--- config.mk ---
export PLATFORM = sky130hd
export DESIGN_NAME = mfb_ctrl
export DESIGN_NICKNAME = d
export VERILOG_FILES = /design/src/design/mfb_pkg.sv /design/src/design/mfb_ctrl.sv
export SDC_FILE = /design/constraint.sdc
export NUM_CORES = 1
export LEC_CHECK = 0
export BUFFER_PORTS_ARGS = -buffer_cell sky130_fd_sc_hd__buf_2
export CORE_MARGIN = 8
export CORE_UTILIZATION = 56
export DETAILED_ROUTE_END_ITERATION = 8
export PLACE_DENSITY = 0.91
export SYNTH_ARGS = -nofsm -noshare
export SYNTH_HDL_FRONTEND = slang
export SYNTH_SLANG_ARGS = --single-unit
--- constraint.sdc ---
create_clock -name clk -period 10.18 [get_ports clk]
set_input_delay 3.054 -clock clk [delete_from_list [all_inputs] [get_ports clk]]
set_output_delay 3.054 -clock clk [all_outputs]
set_load 0.01 [all_outputs]
--- src/design/mfb_pkg.sv ---
// Shared types and constants of the matrix multiply / backprop engine.
// No dependencies.
package mfb_pkg;

	localparam int DEF_MAX_DIM   = 8;
	localparam int DEF_ELEM_BITS = 16;
	localparam int DATA_W        = 32;
	localparam int DIM_W         = 4;
	localparam int CFG_IDX_W     = 2;
	localparam logic [DIM_W-1:0] DIM_RESET = 4'd8;

	// command codes of an input word
	typedef enum logic [2:0] {
		CMD_LOAD_A  = 3'd0,
		CMD_LOAD_B  = 3'd1,
		CMD_LOAD_DC = 3'd2,
		CMD_FWD     = 3'd3,
		CMD_BWD     = 3'd4,
		CMD_READ    = 3'd5,
		CMD_CLEAR   = 3'd6
	} cmd_t;

	// read select codes
	typedef enum logic [1:0] {
		SEL_C  = 2'd0,
		SEL_GA = 2'd1,
		SEL_GB = 2'd2
	} sel_t;

	// configuration register indexes
	typedef enum logic [CFG_IDX_W-1:0] {
		REG_ROWS  = 2'd0,
		REG_INNER = 2'd1,
		REG_COLS  = 2'd2
	} reg_t;

	// compute pass: forward, gradA, gradB
	typedef enum logic [1:0] {
		MODE_FWD = 2'd0,
		MODE_BWA = 2'd1,
		MODE_BWB = 2'd2
	} mode_t;

	// controller -> datapath commands
	typedef struct packed {
		logic  accept;    // input word taken this cycle
		logic  issue;     // one multiply-accumulate step issued
		logic  first;     // first step of an output element
		logic  last;      // last step of an output element
		mode_t mode;
		logic  clr_en;    // zero one entry of each gradient memory
		logic  out_load;  // move read data into the output register
	} ctl_t;

	// datapath -> controller status
	typedef struct packed {
		logic busy;       // steps still in flight or write-back pending
		logic out_full;   // output register holds a word not taken this cycle
	} stat_t;

endpackage

--- src/design/mfb_ctrl.sv ---
// Controller of the matmul engine: command decode, loop counters, clear sweep.
// Depends on mfb_pkg.
module mfb_ctrl #(
	parameter int MAX_DIM = mfb_pkg::DEF_MAX_DIM
) (
	input  logic                           clk,
	input  logic                           arst_n,
	input  logic                           in_valid,
	output logic                           in_ready,
	input  logic [2:0]                     cmd,
	input  logic                           cfg_valid,
	input  logic [mfb_pkg::CFG_IDX_W-1:0]  cfg_index,
	input  logic [mfb_pkg::DIM_W-1:0]      cfg_data,
	output mfb_pkg::ctl_t                  ctl,
	output logic [$clog2(MAX_DIM)-1:0]     p_idx,
	output logic [$clog2(MAX_DIM)-1:0]     q_idx,
	output logic [$clog2(MAX_DIM)-1:0]     t_idx,
	output logic [$clog2(MAX_DIM*MAX_DIM)-1:0] clr_addr,
	input  mfb_pkg::stat_t                 stat
);
	localparam int IW    = $clog2(MAX_DIM);
	localparam int DEPTH = MAX_DIM * MAX_DIM;
	localparam int AW    = $clog2(DEPTH);

	typedef enum logic [4:0] {
		S_CLR   = 5'b00001,
		S_IDLE  = 5'b00010,
		S_RD    = 5'b00100,
		S_RUN   = 5'b01000,
		S_DRAIN = 5'b10000
	} state_t;

	state_t                    state_q, state_d;
	mfb_pkg::mode_t            mode_q, mode_d;
	logic [mfb_pkg::DIM_W-1:0] rows_q, inner_q, cols_q;
	logic [IW-1:0]             p_q, q_q, t_q;
	logic [AW-1:0]             clr_q;
	logic [IW-1:0]             nr_m1, nk_m1, nc_m1;
	logic [IW-1:0]             lp, lq, lt;
	logic                      in_fire, t_end, q_end, p_end, clr_end;

	// dimension clamp: 0 acts as 1, above MAX_DIM acts as MAX_DIM
	function automatic logic [IW-1:0] dim_m1(input logic [mfb_pkg::DIM_W-1:0] r);
		logic [IW-1:0] v;
		if (r == '0)
			v = '0;
		else if (int'(r) > MAX_DIM)
			v = IW'(MAX_DIM - 1);
		else
			v = IW'(r - mfb_pkg::DIM_W'(1));
		return v;
	endfunction

	assign nr_m1 = dim_m1(rows_q);
	assign nk_m1 = dim_m1(inner_q);
	assign nc_m1 = dim_m1(cols_q);

	// loop limits per pass
	always_comb begin
		case (mode_q)
			mfb_pkg::MODE_FWD: begin lp = nr_m1; lq = nc_m1; lt = nk_m1; end
			mfb_pkg::MODE_BWA: begin lp = nr_m1; lq = nk_m1; lt = nc_m1; end
			mfb_pkg::MODE_BWB: begin lp = nk_m1; lq = nc_m1; lt = nr_m1; end
			default:           begin lp = '0;    lq = '0;    lt = '0;    end
		endcase
	end

	assign in_ready = (state_q == S_IDLE);
	assign in_fire  = in_valid && in_ready;
	assign t_end    = (t_q == lt);
	assign q_end    = (q_q == lq);
	assign p_end    = (p_q == lp);
	assign clr_end  = (clr_q == AW'(DEPTH - 1));

	// configuration registers
	always_ff @(posedge clk or negedge arst_n) begin
		if (!arst_n) begin
			rows_q  <= mfb_pkg::DIM_RESET;
			inner_q <= mfb_pkg::DIM_RESET;
			cols_q  <= mfb_pkg::DIM_RESET;
		end else if (cfg_valid) begin
			case (cfg_index)
				mfb_pkg::REG_ROWS:  rows_q  <= cfg_data;
				mfb_pkg::REG_INNER: inner_q <= cfg_data;
				mfb_pkg::REG_COLS:  cols_q  <= cfg_data;
				default: ;
			endcase
		end
	end

	// next state
	always_comb begin
		state_d = state_q;
		mode_d  = mode_q;
		case (state_q)
			S_CLR:   if (clr_end) state_d = S_IDLE;
			S_IDLE: begin
				if (in_fire) begin
					case (cmd)
						mfb_pkg::CMD_READ:  state_d = S_RD;
						mfb_pkg::CMD_CLEAR: state_d = S_CLR;
						mfb_pkg::CMD_FWD: begin
							state_d = S_RUN;
							mode_d  = mfb_pkg::MODE_FWD;
						end
						mfb_pkg::CMD_BWD: begin
							state_d = S_RUN;
							mode_d  = mfb_pkg::MODE_BWA;
						end
						default: ;
					endcase
				end
			end
			S_RD:    if (!stat.out_full) state_d = S_IDLE;
			S_RUN: begin
				if (t_end && q_end && p_end) begin
					if (mode_q == mfb_pkg::MODE_BWA)
						mode_d = mfb_pkg::MODE_BWB;
					else
						state_d = S_DRAIN;
				end
			end
			S_DRAIN: if (!stat.busy) state_d = S_IDLE;
			default: state_d = S_IDLE;
		endcase
	end

	// state, pass and loop counters
	always_ff @(posedge clk or negedge arst_n) begin
		if (!arst_n) begin
			state_q <= S_CLR;
			mode_q  <= mfb_pkg::MODE_FWD;
			p_q     <= '0;
			q_q     <= '0;
			t_q     <= '0;
			clr_q   <= '0;
		end else begin
			state_q <= state_d;
			mode_q  <= mode_d;
			if (state_q == S_CLR)
				clr_q <= clr_end ? '0 : clr_q + AW'(1);
			if (state_q == S_RUN) begin
				t_q <= t_end ? '0 : t_q + IW'(1);
				if (t_end) begin
					q_q <= q_end ? '0 : q_q + IW'(1);
					if (q_end)
						p_q <= p_end ? '0 : p_q + IW'(1);
				end
			end
		end
	end

	// commands to the datapath
	always_comb begin
		ctl.accept   = in_fire;
		ctl.issue    = (state_q == S_RUN);
		ctl.first    = (t_q == '0);
		ctl.last     = t_end;
		ctl.mode     = mode_q;
		ctl.clr_en   = (state_q == S_CLR);
		ctl.out_load = (state_q == S_RD) && !stat.out_full;
	end

	assign p_idx    = p_q;
	assign q_idx    = q_q;
	assign t_idx    = t_q;
	assign clr_addr = clr_q;

endmodule

==> impl_metrics.env <==
export IMPL_multi_input_area_um2=1120
export IMPL_cts_tree="built"
export IMPL_grt_pass1_wl_um=7910
export IMPL_cts_root_buf="clkbuf_8"
export IMPL_cts_buffer_depth=2
export IMPL_vias=1775
export IMPL_grt_pass1_vias=1703
export IMPL_cts_resized=0
export IMPL_portBuffers=38
export IMPL_crit_start="in_valid"
export IMPL_die_h_um=77.1
export IMPL_drive_gt1_share_pct=27.3
export IMPL_postCtsSetupBuffers=0
export IMPL_syn_area_um2=2090
export IMPL_initial_utilization_pct=57.5
export IMPL_drcViolationCount=0
export IMPL_ios=39
export IMPL_finalSetupViolCount=0
export IMPL_std_cell_rows=22
export IMPL_ys_ff_latch=34
export IMPL_crit_path_max_fanout=3
export IMPL_leakagePower_nw=1.13
export IMPL_grt_max_degree=35
export IMPL_finalHoldViolations=0
export IMPL_hold_path_class="reg -> reg"
export IMPL_synth_area_leaders="dfrtp_1, mux2_2, dfstp_2"
export IMPL_fin_crit_ps=6490
export IMPL_dp_cells=304
export IMPL_slew_viol_final=0
export IMPL_cts_buffers_inserted=5
export IMPL_critPathCaptureType="output port"
export IMPL_fin_tns_setup_ps=0
export IMPL_clk_latency_ps=280
export IMPL_synth_edf_count=0
export IMPL_fmax_ghz=0.154
export IMPL_synth_cell_type_count=46
export IMPL_worstPathRequired_ps=7130
export IMPL_drtIter0Drc=99
export IMPL_fin_nets=286
export IMPL_ant_nets=0
export IMPL_worstSetupPathType="in -> out"
export IMPL_critPathLaunchType="primary input"
export IMPL_viasPerCell=5.69
export IMPL_antenna_found_initial=0
export IMPL_postCtsHoldBufs=0
export IMPL_powerDensity_nw_per_um2=206
export IMPL_dp_hpwl_um=3480
export IMPL_reg2reg_depth=10
export IMPL_core_um2=3630
export IMPL_fin_cells=312
export IMPL_whs_path_depth=1
export IMPL_yosys_most_used_dff="dfrtp_1"
export IMPL_skew_ps=6.09
export IMPL_dieArea_um2=5940
export IMPL_worstPathArrival_ps=3440
export IMPL_rsz0062_at_grt="false"
export IMPL_detail_route_wl_per_cell_um=14.4
export IMPL_routed_wl_um=4490
export IMPL_synth_avg_cell_area_um2=9.29
export IMPL_syn2layout_area_growth_pct=14.7
export IMPL_clock_sinks=34
export IMPL_status="finished, final reports clean"
export IMPL_fin_crit_sh_pct=63.8
export IMPL_cap_violations=0
export IMPL_diodes=0
export IMPL_synthArstFlopShare_pct=100
export IMPL_synth_fp_nets=248
export IMPL_syn_inst=225
export IMPL_worstMarginPinSlew_ps=736
export IMPL_clk_pin_slew_ps=70
export IMPL_rr_startpoint="rows_q[0]"
export IMPL_utilization_pct=66.0
export IMPL_yosysWarnings=0
export IMPL_crit_end="ctl[7]"
export IMPL_grt_usage_pct=16.0
export IMPL_htree_levels=2
export IMPL_most_common_layout_cells="buf_2, dfrtp_1, nand2_1, inv_1, o21ai_0"
export IMPL_synth_top_area_share_pct=35.9
export IMPL_slew_headroom_pct=50.9
export IMPL_grt_ovfl_total=0
export IMPL_gp_routability_congestion=0.915
export IMPL_firstDrtPassIters=4
export IMPL_ys_seq_area_share_pct=41.0
export IMPL_final_common_cell="buf_2"
export IMPL_r2r_slack_ps=6870
export IMPL_yosys_area_top_type="dfrtp_1"
export IMPL_r2r_end="p_idx[2]"
export IMPL_irDropWorstVdd_mv=0.123
export IMPL_n_fill_cell=302
export IMPL_final_seq_area_um2=856
export IMPL_fp_dieW_um=77.1
==> state kept, by name, summed over array words and instances, names as in the netlist <==
register	cells
inner_q	4
q_idx	3
clr_addr	6
rows_q	4
t_idx	3
cols_q	4
state_q	5
mode_q	2
p_idx	3
==> cell type report <==
cell class / instances / share of cell area, %
sequential: 34 / 35.7
clock buffer: 6 / 3.44
clock inverter: 2 / 0.522
timing repair buffer: 39 / 8.25
tap: 48 / 2.51
inverter: 19 / 2.97
multi-input combinational: 164 / 46.6
==> cell usage after synthesis (all sizes together), types with 4 or more instances <==
cell type and number:
nand2 26, ha 8, nor2 13, and3 4
mux2 12, buf 6, o21ai 19, nand3 5
o211ai 4, inv 19, dfstp 4, nor3b 4
nor3 4, dfrtp 30, xnor2 8, o22ai 4
a21oi 5, nor2b 7
==> power by group <==
group	switching [W]	internal (W)	total (W)
registers	0.0000295	0.000162	0.000191
logic	0.000112	0.0000874	0.000199
clock network	0.0000491	0.0000543	0.000103
==> cell families after synthesis <==
kind of cell / share of synthesized area (%)
muxes: 7.90
buffers and inverters: 5.57
adders and majority gates: 6.35
AOI/OAI and AO/OA: 14.5
xor gates and xnor gates: 4.19
DFF: 41.0
and+or+nand+nor: 20.5
==> layer usage <==
metal	track usage, %	share of wire, %
met1	19.6	42
met2	26.1	51
met3	4.20	5.1
met4	6.04	1.6
met5	0	0
==> worst min path at each step <==
stage	startpoint	end	slack, ps
after detailed placement	cols_q[1]	cols_q[1]	500
after floorplan	cols_q[1]	cols_q[1]	480
after global routing	cols_q[1]	cols_q[1]	530
after global placement	cols_q[1]	cols_q[1]	490
after CTS	clr_addr[2]	clr_addr[2]	510
final	clr_addr[2]	clr_addr[2]	500
==> worst max-delay path, cell delays in order <==
cell,delay (ps)
buf_2,100
and2_1,140
buf_2,140
==> stage by stage <==
stage               setup slack, ps  hold WS [ps]  total power, W  area [um2]
floorplan                      3800           479        0.000339        2090
global placement               3700           490        0.000382        2300
detailed placement             3680           496        0.000391        2300
CTS                            3680           510        0.000496        2400
global route                   3670           534        0.000534        2400
finish                         3690           503        0.000494        2400
(Power assumes the default switching activity.)
